$ cat src/rtl/core/whtx_pkg.sv
`timescale 1ns / 1ps
`default_nettype none

package whtx_pkg;

   // Default sizing of the vector stores.
   localparam int DEF_MAX_LENGTH    = 64;
   localparam int DEF_ELEMENT_WIDTH = 32;

   // Fixed widths of the channel fields and registers.
   localparam int OPERAND_WIDTH   = 32;
   localparam int INDEX_WIDTH     = 6;
   localparam int MODE_WIDTH      = 2;
   localparam int SIZE_WIDTH      = 3;
   localparam int CSR_INDEX_WIDTH = 1;
   localparam int CSR_DATA_WIDTH  = 3;

   // Width of one multiplier digit taken from the second factor per cycle.
   localparam int MUL_DIGIT = 16;

   // Register indexes.
   localparam logic [CSR_INDEX_WIDTH-1:0] CSR_MODE     = 1'b0;
   localparam logic [CSR_INDEX_WIDTH-1:0] CSR_SIZE_LOG = 1'b1;

   // Mode codes; the unused code behaves as forward.
   localparam logic [MODE_WIDTH-1:0] MODE_FORWARD  = 2'd0;
   localparam logic [MODE_WIDTH-1:0] MODE_INVERSE  = 2'd1;
   localparam logic [MODE_WIDTH-1:0] MODE_CONVOLVE = 2'd2;

   // One input item.
   typedef struct packed {
      logic signed [OPERAND_WIDTH-1:0] first_operand;
      logic signed [OPERAND_WIDTH-1:0] second_operand;
   } req_type;

   // One result item.
   typedef struct packed {
      logic signed [OPERAND_WIDTH-1:0] result_value;
      logic [INDEX_WIDTH-1:0]          result_index;
      logic                            final_flag;
   } rsp_type;

   // Controls from the sequencer to the arithmetic unit.
   typedef struct packed {
      logic halve;
      logic mul_load;
      logic mul_step;
   } alu_ctl_type;

endpackage

`default_nettype wire

$ cat src/rtl/core/whtx_ram.sv
`timescale 1ns / 1ps
`default_nettype none

module whtx_ram import whtx_pkg::*; #(
   parameter int WIDTH = DEF_ELEMENT_WIDTH,
   parameter int DEPTH = DEF_MAX_LENGTH
) (
   input  wire logic                     clock,
   input  wire logic                     wr_en,
   input  wire logic [$clog2(DEPTH)-1:0] wr_addr,
   input  wire logic [WIDTH-1:0]         wr_data,
   input  wire logic [$clog2(DEPTH)-1:0] rd_addr0,
   input  wire logic [$clog2(DEPTH)-1:0] rd_addr1,
   output logic      [WIDTH-1:0]         rd_data0,
   output logic      [WIDTH-1:0]         rd_data1
);

   logic [WIDTH-1:0] mem [DEPTH];

   // One write port, two registered read ports.
   always_ff @(posedge clock) begin
      if (wr_en) begin
         mem[wr_addr] <= wr_data;
      end
      rd_data0 <= mem[rd_addr0];
      rd_data1 <= mem[rd_addr1];
   end

endmodule

`default_nettype wire

$ cat config.mk
export PLATFORM = sky130hd
export DESIGN_NAME = whtx_ram
export DESIGN_NICKNAME = d
export VERILOG_FILES = /design/src/rtl/core/whtx_pkg.sv /design/src/rtl/core/whtx_ram.sv
export SDC_FILE = /design/constraint.sdc
export NUM_CORES = 2
export LEC_CHECK = 0
export BUFFER_PORTS_ARGS = -buffer_cell sky130_fd_sc_hd__buf_2
export CAP_MARGIN = 20
export CORE_ASPECT_RATIO = 1.1
export CORE_UTILIZATION = 25
export DETAILED_ROUTE_END_ITERATION = 10
export HOLD_SLACK_MARGIN = 0.15
export SYNTH_ARGS = -nofsm -noshare
export SYNTH_HDL_FRONTEND = slang
export SYNTH_SLANG_ARGS = --single-unit
$ cat constraint.sdc
create_clock -name clock -period 4.7 [get_ports clock]
set_input_delay 1.175 -clock clock [delete_from_list [all_inputs] [get_ports clock]]
set_output_delay 1.175 -clock clock [all_outputs]
set_load 0.05 [all_outputs]
======== Word-level counts from Yosys, hierarchy flattened ========
Memories as Yosys holds them, arrays and structs flattened. A register that Yosys moved wholly into a read port is not among the register bits.
Index checks and enable logic that the tools add are counted.
storage, ports and cells
  register bits ........................... 0
  input port bits ......................... 52
  RAM bits ................................ 2048
  memories ................................ 1
  bits in read-only memories .............. 0
  bits in latches ......................... 0
  logic and storage cells ................. 3
memories
  memory  depth  width  rd ports  clocked after Yosys merged registers in  wr ports  line            source
  mem     64     32     2         2                                        1         whtx_ram.sv:18  logic [WIDTH-1:0] mem [DEPTH];
cells by class
  equal/unequal tests ..................... 0
  reductions and logical operators ........ 0
  bitwise operators ....................... 0
  divide/modulo/power cells ............... 0
  $add $sub $neg .......................... 0
  multiplexer cells ....................... 2
  $mul .................................... 0
  shift-type cells ........................ 0
  order comparisons ....................... 0
operator list
  cell              number
  2-to-1 mux 1 bit  2

======== Logic depth before layout (Yosys ltp) ========
  word-level depth ........................ 2
  gate-level depth with buffers ........... 10

======== Worst setup path before layout ========
No wires, ideal clock.
  kind .................................... input-to-reg
  start point ............................. input wr_addr[3]
  end point ............................... memory mem[48][0] (netlist bit) (enable)
  library setup time ...................... 0.461 ns
  arrival time ............................ 3.905 ns
  data required time ...................... 4.239 ns
  cell stages on the path ................. 4
  setup slack ............................. 0.334 ns
  buffers on the path ..................... 1
  cells stage by stage .................... clkbuf_1 -> nor2b_1 -> nand4b_1 -> nor3_1
RTL lines
  item         line            source
  from (decl)  whtx_ram.sv:10  input wire logic [$clog2(DEPTH)-1:0] wr_addr,
  to (decl)    whtx_ram.sv:18
Straight into the memory's write port.

======== Worst setup path in the final report ========
  start point ............................. register rd_data0[2], read port of mem
  end point ............................... output rd_data0[2]
RTL lines
  item         line            source
  from (decl)  whtx_ram.sv:14  output logic [WIDTH-1:0] rd_data0,
No word-level cell between the ends.

==> flow_metrics.env <==
export IMPL_yosysMostFrequentCell="edfxtp_1"
export IMPL_ctsResizeCount=0
export IMPL_tightest_slew_ns=1.18
export IMPL_finClkSkew_ns=0.0489
export IMPL_p_per_area_mw_per_mm2=369
export IMPL_yosys_area_top_type="edfxtp_1"
export IMPL_die_h_um=651
export IMPL_post_route_period_util=0.675
export IMPL_remaining_drc_errors=0
export IMPL_synth_flop_cell="edfxtp_1"
export IMPL_status="finished, final reports clean"
export IMPL_fmax_mhz=315
export IMPL_crit_end="rd_data0[2]"
export IMPL_cts_setup_buffers=0
export IMPL_path_clk_slew_ns=0.07
export IMPL_rows=237
export IMPL_overflow=0
export IMPL_routed_wl_um=319000
export IMPL_cp_slowest_cell="dfxtp_1"
export IMPL_synth_nets=4464
export IMPL_total_power_mw=41.5
export IMPL_drv_slew=0
export IMPL_hold_class="primary input to flip-flop"
export IMPL_worst_r2r_path_depth=4
export IMPL_area_delta_synth_final_pct=17.6
export IMPL_r2r_start="mem[7][21]$_DFFE_PP_"
export IMPL_dieArea_mm2=0.385
export IMPL_clock_sinks=2112
export IMPL_postSynthCellCount=4412
export IMPL_nets=4778
export IMPL_slew_headroom=0.211
export IMPL_grt_pass1_vias=53900
export IMPL_cp_max_fo=5
export IMPL_grt_max_degree=67
export IMPL_worst_path_stages=1
export IMPL_cts_buffers=199
export IMPL_syn_mean_instance_area_um2=21.7
export IMPL_htree_levels=4
export IMPL_worstSetupStartpointType="flip-flop"
export IMPL_rsz0062_at_grt="false"
export IMPL_cp_buffers_inverters=1
export IMPL_crit_path_cell_trace="buf_2"
export IMPL_synth_seq_cells=2112
export IMPL_vias=52200
export IMPL_p_leak_nw=34.5
export IMPL_postRouteAntennaNets=0
export IMPL_start_util=0.252
export IMPL_cts_hold_buf=0
export IMPL_coreArea_mm2=0.380
export IMPL_slowest_delay_ns=0.72
export IMPL_dp_cells=9519
export IMPL_drive_gt1_frac=0.407
export IMPL_synth_edf_count=2048
export IMPL_tns_ns=0
export IMPL_die_w_um=592
export IMPL_synth_commonest_cells="edfxtp_1 (2048), mux4_2 (1124), mux2i_1 (204)"
export IMPL_grt_pass1_wl_um=441000
export IMPL_ys_top_cells_by_area="edfxtp_1 (64%), mux4_2 (26%), mux2i_1 (2.1%)"
export IMPL_ios=116
export IMPL_ys_seq_area_frac=0.656
export IMPL_r2r_slack_ns=2.41
export IMPL_yosysWarnings=0
export IMPL_drv_cap=0
export IMPL_synthArstFlopShare=0
export IMPL_dr_pass1_iters=6
export IMPL_avgViaCountPerCell=5.27
export IMPL_arrival_ns=2.00
export IMPL_grt_antenna_before_repair=36
export IMPL_synth_area_mm2=0.0957
export IMPL_place_hpwl_um=199000
export IMPL_dr_first_iter_drc_count=6219
export IMPL_finalHoldViolCount=0
export IMPL_crit_family="flip-flops"
export IMPL_cts_tree="built"
export IMPL_startpoint="rd_data0[2]$_DFF_P_"
export IMPL_reg2reg_to="rd_data1[21]$_DFF_P_"
export IMPL_fin_cells=9904
export IMPL_yosysUniqueCellTypes=38
export IMPL_peakVddDrop_mv=0.320
export IMPL_synth_top_area_frac=0.643
export IMPL_crit_required_ns=3.52
export IMPL_clockRootBuffer="clkbuf_16"
export IMPL_clockBufferDepth=4
export IMPL_endpoint_kind="output port"
export IMPL_place_congestion=0.823
export IMPL_wl_per_cell_um=32.2
export IMPL_clk_latency_ns=0.88
export IMPL_setup_viol=0
export IMPL_grt_usage=0.162
export IMPL_io_buffer_count=115
export IMPL_min_period_ns=3.17
export IMPL_path_class="flip-flop to output port"
## area by class of cell
type                       count  area [µm²]
antenna                       12        30.0
clock buffer                 232        5260
clock inverter               116        1260
fill                       36500      267000
inverter                       1        3.75
multi-input combinational   1952       31700
sequential                  2112       62800
tap                         5019        6280
timing repair buffer         460        5220
## worst min-delay path by stage
stage	start	endpoint	slack [ns]	cells after the start
6_report	wr_data[2]	mem[31][2]$_DFFE_PP_	0.61	1
5_1_grt	wr_data[2]	mem[31][2]$_DFFE_PP_	0.60	1
4_1_cts	rd_addr0[5]	rd_data0[1]$_DFF_P_	0.89	3
3_5_place_dp	mem[36][20]$_DFFE_PP_	rd_data0[20]$_DFF_P_	0.88	4
3_3_place_gp	mem[39][20]$_DFFE_PP_	rd_data0[20]$_DFF_P_	0.86	4
2_1_floorplan	mem[36][0]$_DFFE_PP_	rd_data0[0]$_DFF_P_	0.78	4
## placed cells by master, fill, tap and decap left out, drive strengths merged
| cell type | count |
|---|---|
| a32oi | 9 |
| a221oi | 13 |
| inv | 3 |
| a21oi | 58 |
| o21ai | 49 |
| nand3 | 9 |
| o22ai | 56 |
| nand2b | 8 |
| a21boi | 1 |
| mux2 | 36 |
| diode | 12 |
| a211oi | 15 |
| clkinvlp | 9 |
| nand2 | 93 |
| nand3b | 6 |
| buf | 460 |
| or2 | 3 |
| and2 | 6 |
| o221ai | 16 |
| o211a | 1 |
| clkinv | 77 |
| o32a | 9 |
| nor2 | 94 |
| nor3 | 3 |
| or3b | 2 |
| dfxtp | 64 |
| edfxtp | 2048 |
| nand4 | 2 |
| mux4 | 1124 |
| a22oi | 85 |
| bufinv | 28 |
| o41ai | 1 |
| o211ai | 27 |
| or3 | 2 |
| clkbuf | 232 |
| nand4b | 1 |
| nor2b | 19 |
| mux2i | 204 |
## cell families after synthesis
logic type	count (synthesis)	synth area share
flops	2112	0.656
mux	1364	0.290
buf+inv	348	0.0183
compound gates	340	0.0239
simple gates	248	0.0113
## registers in the layout (all words and copies together), names as in the netlist
name      cells
rd_data1     32
rd_data0     32
mem        2048
## metal layers
layer	wire (µm)	global-route usage
met3	26700	0.0313
met1	117000	0.200
met4	14000	0.0626
met5	76	0
met2	161000	0.281
## where the power goes
group	leakage [nW]	switching (mW)	internal, mW
clock network	3.19	7.20	9.49
registers	19.0	0.194	20.8
logic	12.4	2.28	1.51
total	34.5	9.68	31.8
## through the flow
stage | area (µm²) | worst slack [ns] | hold WS (ns) | util
floorplan | 95700 | 0.334 | 0.780 | -
global placement | 105000 | 0.696 | 0.859 | 0.278
detailed placement | 105000 | 0.686 | 0.885 | 0.278
CTS | 112000 | 1.50 | 0.889 | 0.295
global route | 112000 | 1.47 | 0.604 | 0.296
finish | 112000 | 1.53 | 0.611 | 0.296
Note: power is estimated with default switching activity, not from simulation.
