[config.mk]
export PLATFORM = sky130hd
export DESIGN_NAME = whtx_alu
export DESIGN_NICKNAME = d
export VERILOG_FILES = /design/src/rtl/core/whtx_pkg.sv /design/src/rtl/core/whtx_alu.sv
export SDC_FILE = /design/constraint.sdc
export NUM_CORES = 1
export LEC_CHECK = 0
export BUFFER_PORTS_ARGS = -buffer_cell sky130_fd_sc_hd__buf_4
export CELL_PAD_IN_SITES_DETAIL_PLACEMENT = 0
export CELL_PAD_IN_SITES_GLOBAL_PLACEMENT = 1
export CORE_UTILIZATION = 40
export CTS_CLUSTER_DIAMETER = 60
export CTS_CLUSTER_SIZE = 30
export DETAILED_ROUTE_END_ITERATION = 8
export HOLD_SLACK_MARGIN = 0.03
export PLACE_DENSITY = 0.71
export SLEW_MARGIN = 0
export SYNTH_ARGS = -nofsm -noshare
export SYNTH_HDL_FRONTEND = slang
export SYNTH_SLANG_ARGS = --single-unit
[constraint.sdc]
create_clock -name clock -period 6.75 [get_ports clock]
set_input_delay 0.675 -clock clock [delete_from_list [all_inputs] [get_ports clock]]
set_output_delay 0.675 -clock clock [all_outputs]
set_load 0.02 [all_outputs]
[src/rtl/core/whtx_pkg.sv]
`timescale 1ns / 1ps
`default_nettype none

package whtx_pkg;

   // Default sizing of the vector stores.
   localparam int DEF_MAX_LENGTH    = 64;
   localparam int DEF_ELEMENT_WIDTH = 32;

   // Fixed widths of the channel fields and registers.
   localparam int OPERAND_WIDTH   = 32;
   localparam int INDEX_WIDTH     = 6;
   localparam int MODE_WIDTH      = 2;
   localparam int SIZE_WIDTH      = 3;
   localparam int CSR_INDEX_WIDTH = 1;
   localparam int CSR_DATA_WIDTH  = 3;

   // Width of one multiplier digit taken from the second factor per cycle.
   localparam int MUL_DIGIT = 16;

   // Register indexes.
   localparam logic [CSR_INDEX_WIDTH-1:0] CSR_MODE     = 1'b0;
   localparam logic [CSR_INDEX_WIDTH-1:0] CSR_SIZE_LOG = 1'b1;

   // Mode codes; the unused code behaves as forward.
   localparam logic [MODE_WIDTH-1:0] MODE_FORWARD  = 2'd0;
   localparam logic [MODE_WIDTH-1:0] MODE_INVERSE  = 2'd1;
   localparam logic [MODE_WIDTH-1:0] MODE_CONVOLVE = 2'd2;

   // One input item.
   typedef struct packed {
      logic signed [OPERAND_WIDTH-1:0] first_operand;
      logic signed [OPERAND_WIDTH-1:0] second_operand;
   } req_type;

   // One result item.
   typedef struct packed {
      logic signed [OPERAND_WIDTH-1:0] result_value;
      logic [INDEX_WIDTH-1:0]          result_index;
      logic                            final_flag;
   } rsp_type;

   // Controls from the sequencer to the arithmetic unit.
   typedef struct packed {
      logic halve;
      logic mul_load;
      logic mul_step;
   } alu_ctl_type;

endpackage

`default_nettype wire

[src/rtl/core/whtx_alu.sv]
`timescale 1ns / 1ps
`default_nettype none

module whtx_alu import whtx_pkg::*; #(
   parameter int ELEMENT_WIDTH = DEF_ELEMENT_WIDTH
) (
   input  wire logic                     clock,
   input  wire alu_ctl_type              ctl,
   input  wire logic [ELEMENT_WIDTH-1:0] bf_x,
   input  wire logic [ELEMENT_WIDTH-1:0] bf_y,
   input  wire logic [ELEMENT_WIDTH-1:0] mul_a,
   input  wire logic [ELEMENT_WIDTH-1:0] mul_b,
   output logic      [ELEMENT_WIDTH-1:0] sum,
   output logic      [ELEMENT_WIDTH-1:0] diff,
   output logic      [ELEMENT_WIDTH-1:0] product
);

   localparam int EW = ELEMENT_WIDTH;
   localparam int DW = (EW < MUL_DIGIT) ? EW : MUL_DIGIT;

   logic [EW-1:0]    raw_sum;
   logic [EW-1:0]    raw_diff;
   logic [EW-1:0]    a_sh_ff, a_sh_in;
   logic [EW-1:0]    b_sh_ff, b_sh_in;
   logic [EW-1:0]    acc_ff, acc_in;
   logic [EW+DW-1:0] partial;

   // Signed halving that truncates toward zero: add one to negatives, then shift.
   function automatic logic [EW-1:0] half_trunc(input logic [EW-1:0] v);
      logic [EW:0] w;
      w = {v[EW-1], v} + {{EW{1'b0}}, v[EW-1]};
      return w[EW:1];
   endfunction

   // Butterfly: wrapping sum and difference, halved for the inverse pass.
   assign raw_sum  = bf_x + bf_y;
   assign raw_diff = bf_x - bf_y;
   assign sum      = ctl.halve ? half_trunc(raw_sum) : raw_sum;
   assign diff     = ctl.halve ? half_trunc(raw_diff) : raw_diff;

   // Multiplier: one digit of the second factor per cycle, low bits kept.
   assign partial = a_sh_ff * b_sh_ff[DW-1:0];

   always_comb begin
      a_sh_in = a_sh_ff;
      b_sh_in = b_sh_ff;
      acc_in  = acc_ff;
      if (ctl.mul_load) begin
         a_sh_in = mul_a;
         b_sh_in = mul_b;
         acc_in  = '0;
      end else if (ctl.mul_step) begin
         a_sh_in = a_sh_ff << DW;
         b_sh_in = b_sh_ff >> DW;
         acc_in  = acc_ff + partial[EW-1:0];
      end
   end

   always_ff @(posedge clock) begin
      a_sh_ff <= a_sh_in;
      b_sh_ff <= b_sh_in;
      acc_ff  <= acc_in;
   end

   assign product = acc_ff;

endmodule

`default_nettype wire

-- After elaboration in Yosys (flattened, before gate mapping)
Index checks and enable logic that the tools add are counted.
- word-level logic and storage cells: 16
- output and inout port bits: 96
- latch bits: 0
- RAM bits: 0
- flip-flop bits (word level): 96
- memories kept: 0
- bits of input ports: 132
- memory bits (read-only): 0
- $add $sub $neg: 5
- shift-type cells: 0
- magnitude comparators: 0
- bitwise logic cells: 0
- div/mod/pow operators: 0
- multipliers: 1
- eq/ne operators: 0
- reduce and logical (&&, ||, !) cells: 1
- multiplexer cells: 6
- operator list (kind ; count):
    32-bit 2-to-1 mux ; 6
    32-bit by 2-bit adder with 33-bit output ; 2
    32-bit adder ; 2
    32-bit by 16-bit multiplier with 32-bit output ; 1
    32-bit subtractor ; 1
    2-bit nonzero test ; 1

-- Depth between registers and ports, before layout
- depth in word-level cells: 3
- mapped depth: 26
- depth with buffers taken out: 24

-- Least setup slack after synthesis
Ideal clock, no wire load.
- path kind: reg2reg
- from: register b_sh_ff[2]
- to: register acc_ff[30], in the netlist product[30]
- stages on the path, launching flop included: 23
- data arrival time: 5.917 ns
- library setup time: 0.117 ns
- required time: 6.633 ns
- slack: 0.716 ns
- path buffers: 2
- cell sequence: edfxtp_1 -> clkbuf_1 -> clkbuf_1 -> nand2_1 -> fa_1 -> fa_1 -> fa_1 -> inv_1 -> fa_1 -> fa_1 -> inv_1 -> fa_1 -> inv_1 -> ha_1 -> a21o_1 -> a21o_1 -> a211o_1 -> a21oi_1 -> o21ai_0 -> a31oi_1 -> o21ai_0 -> xor2_1 -> a22o_1
- longest elaborated chain between the ends: 2
- ends and longest elaborated chain (item ; RTL line ; source):
    start, declared ; whtx_alu.sv:24 ; logic [EW-1:0] b_sh_ff, b_sh_in;
    start signal, assigned ; whtx_alu.sv:61 ; b_sh_ff <= b_sh_in;
    32-bit by 16-bit multiplier with 32-bit output ; whtx_alu.sv:42 ; assign partial = a_sh_ff * b_sh_ff[DW-1:0];
    32-bit adder ; whtx_alu.sv:55 ; acc_in = acc_ff + partial[EW-1:0];
    end signal, assigned ; whtx_alu.sv:62 ; acc_ff <= acc_in;
    end, declared ; whtx_alu.sv:25 ; logic [EW-1:0] acc_ff, acc_in;
Every way passes these cells.
A chain may end at the register's enable or synchronous reset.

-- Final worst setup path
- from: register b_sh_ff[5]
- to: register acc_ff[31], in the netlist product[31]
The elaborated chain is that of the path after synthesis.

==> flow_summary.toml <==
[route]
dr.pass1.iters = 5
antenna_left = 0
wirelength_mm = 69.32
vias = 18590
drc = 0
drt_iter0_drc = 1124
routed_via_density = 5.270
wl_per_cell_um = 19.65

[run]
maxCapViolCount = 0

[clocking]
cts_hold_buf = 0
path_clk_slew_ns = 0.08
cts_buffer_depth = 2
cts_num_sinks = 96
root_buffer = "clkbuf_16"
cts_made_buffers = 9
cts_tree = "yes"
cts.htree.levels = 3
insertion_delay_ns = 0.40

[floorplanning]
rows = 85
die_w_um = 235.8
core_sq_um = 53920
die_y_um = 235.8
initial_core_util = 0.4055
boundaryPins = 228
die-area_sq_um = 55600

[placement]
placed_cells_incl_taps = 3490
place_ws_ns = 0.1658
port_buffers = 227
place_area_sq_um = 24550
dpl.hpwl_mm = 57.14
place_congestion = 0.9110

[grt]
grt_max_degree = 105
grt_overflow = 0
track_usage = 0.2527
antenna_found_initial = 8
grt_pass1_vias = 19100
grt_pass1_wl_mm = 108.8

[sta]
finalCriticalPeriod_ns = 6.506
slew_violations = 0
hold_viol = 0
postLayoutSetupSlackWorst_ns = 0.2443
setup_violations = 0
slew_headroom = 0.3133
fmax_ghz = 0.1537
fin_crit_sh = 0.9638
hold_ws_ns = 0.5164
tightestPinTransition_ns = 1.029
clock_skew_ns = 0.01868

[layout]
final_area_sq_um = 25090
nNetsFinal = 3420
layout.cells.non_filler = 3528
synthToLayoutAreaGrowth_pct = 14.73
drive_gt1_frac = 0.1398

[setup_path]
worst_ep_required_time_ns = 7.04
arrival_ns = 6.79
r2r-start = "b_sh_ff[5]$_DFFE_PP_"
startpoint_type = "register"
crit_family = "adder cells"
critPathMaxStageDelay_ns = 0.62
worst_path_most_repeated_cell = "fa_1"
crit_type = "register to register"
cp.depth = 23
path_cells = "buf_6 -> and2_1 -> fa_1 -> inv_1 -> fa_1 -> fa_1 -> inv_1 -> fa_1 -> fa_1 -> inv_1 -> fa_1 -> inv_1 -> ha_1 -> o21a_1 -> o211ai_1 -> o2bb2ai_1 -> a31oi_1 -> buf_4 -> a21oi_1 -> a21oi_1 -> a31oi_1 -> nand3_1 -> a22o_1"
startpoint = "b_sh_ff[5]$_DFFE_PP_"
worstRegToRegCells = 23
r2r_setup_slack_ns = 0.24
crit_buf_inv = 6
cp-end-kind = "register"
slowest_stage = "edfxtp_1"
crit_path_max_fanout = 11

[synthesis]
synth-simple-area-share = 0.1917
synth_xor_area_frac = 0.04395
synthCells = 2610
synth_warnings = 0
ys_ff_latch = 96
synth_edf_count = 64
synthMuxAreaShare = 0.03273
synth_area_leader_cell = "fa_1"
synth-compound-area-share = 0.1231
yosysSeqAreaShare = 0.1172
syn_nets = 3210
synthesis.area_sq_um = 21860
synth_top_family_by_area = "adder cells"
syn_avg_cell_area_sq_um = 8.377
yosysUniqueCellTypes = 82
synth_area_leaders = "fa_1 (31%), edfxtp_1 (8.8%), inv_1 (8.7%)"
synth_top_area_frac = 0.3076
synth-adder-area-share = 0.3832
async_reset_ff_frac = 0
ys.flop_type = "edfxtp_1"

[min_path]
holdPathStages = 2
hold_class = "register to register"
hold_path.startpoint = "product[18]$_SDFFE_PP0P_"

[status]
outcome = "complete, no violations"
-- cells in the mapped netlist, types with 17 or more instances --
master	n
a21oi_1	119
nand2b_1	18
clkbuf_1	101
dfxtp_1	32
nor2b_1	23
o211ai_1	17
edfxtp_1	64
mux2_2	36
fa_1	336
inv_1	507
o21ai_0	73
nand2_1	329
ha_1	132
nor3_1	33
mux2i_1	31
xnor2_1	81
xor2_1	25
nor2_1	101
and2_1	197
nand3_1	43
nand4_1	17
a21o_1	33
-- per-layer routing --
layer / track usage / wire (um) / vias up
met5: 0 / 27 / -
met4: 0.06694 / 1563 / 4
met3: 0.03721 / 3981 / 60
met2: 0.4072 / 31840 / 538
met1: 0.3542 / 31910 / 9257
li1: - / - / 8735
-- final cells by class --
type                    count  area [sq um]
diodes                      7         17.52
clock buffers               9         225.2
clock inverters             7         95.09
fillers                  5395         28840
inverters                 509          1911
multi-input cells        1888         16970
flip-flops and latches     96          2562
well taps                 696         870.8
repair buffers            316          2439
-- worst reg2reg max path, stage by stage, from the launching register on --
cell and delay, ns:
edfxtp_1 0.62, buf_6 0.27, and2_1 0.16, fa_1 0.50, inv_1 0.05, fa_1 0.46
fa_1 0.51, inv_1 0.05, fa_1 0.46, fa_1 0.52, inv_1 0.05, fa_1 0.47
inv_1 0.04, ha_1 0.35, o21a_1 0.21, o211ai_1 0.21, o2bb2ai_1 0.15, a31oi_1 0.06
buf_4 0.16, a21oi_1 0.32, a21oi_1 0.20, a31oi_1 0.29, nand3_1 0.11, a22o_1 0.20
-- sequential cells by signal, indices dropped and copies added, names as in the netlist --
register / flops
a_sh_ff: 32
b_sh_ff: 32
product: 32
-- kinds of logic after synthesis --
kind of cell	count (synthesis)
muxes	67
buffers and inverters	626
adders and majority gates	468
AOI/OAI and AO/OA	401
and+or+nand+nor	844
xor gates and xnor gates	108
DFF	96
-- per-stage QoR --
step                  util  setup TNS, ns
floorplan                -              0
global placement    0.4554              0
detailed placement  0.4554              0
CTS                 0.4613              0
global route        0.4651       -0.02196
finish              0.4652              0
-- worst paths after layout --
check	end
setup / recovery	product[31]$_SDFFE_PP0P_
hold / removal	product[18]$_SDFFE_PP0P_
setup reg to reg	product[31]$_SDFFE_PP0P_
hold reg to reg	product[18]$_SDFFE_PP0P_
-- placed cells by master (no fill, tap or decap), types with 17 or more instances in the layout --
cell type,n
nand2b_1,18
buf_4,310
o21ai_0,73
nand2_1,329
ha_1,132
a21o_1,33
inv_1,506
and2_1,196
nand4_1,17
xor2_1,25
nand3_1,43
fa_1,336
mux2i_1,31
a21oi_1,119
o211ai_1,17
nor2_1,101
dfxtp_1,32
xnor2_1,81
edfxtp_1,64
nor3_1,32
nor2b_1,23
mux2_2,36
-- what timing repair did --
item                                    in CTS  in global routing
gates resized for setup                      0                  5
buffers inserted                             0                 15
endpoints found under the setup margin       0                  9
Power is left out: the tool's default activity adds up to more than one toggle a clock period on the data nets, which glitch-free logic cannot reach.
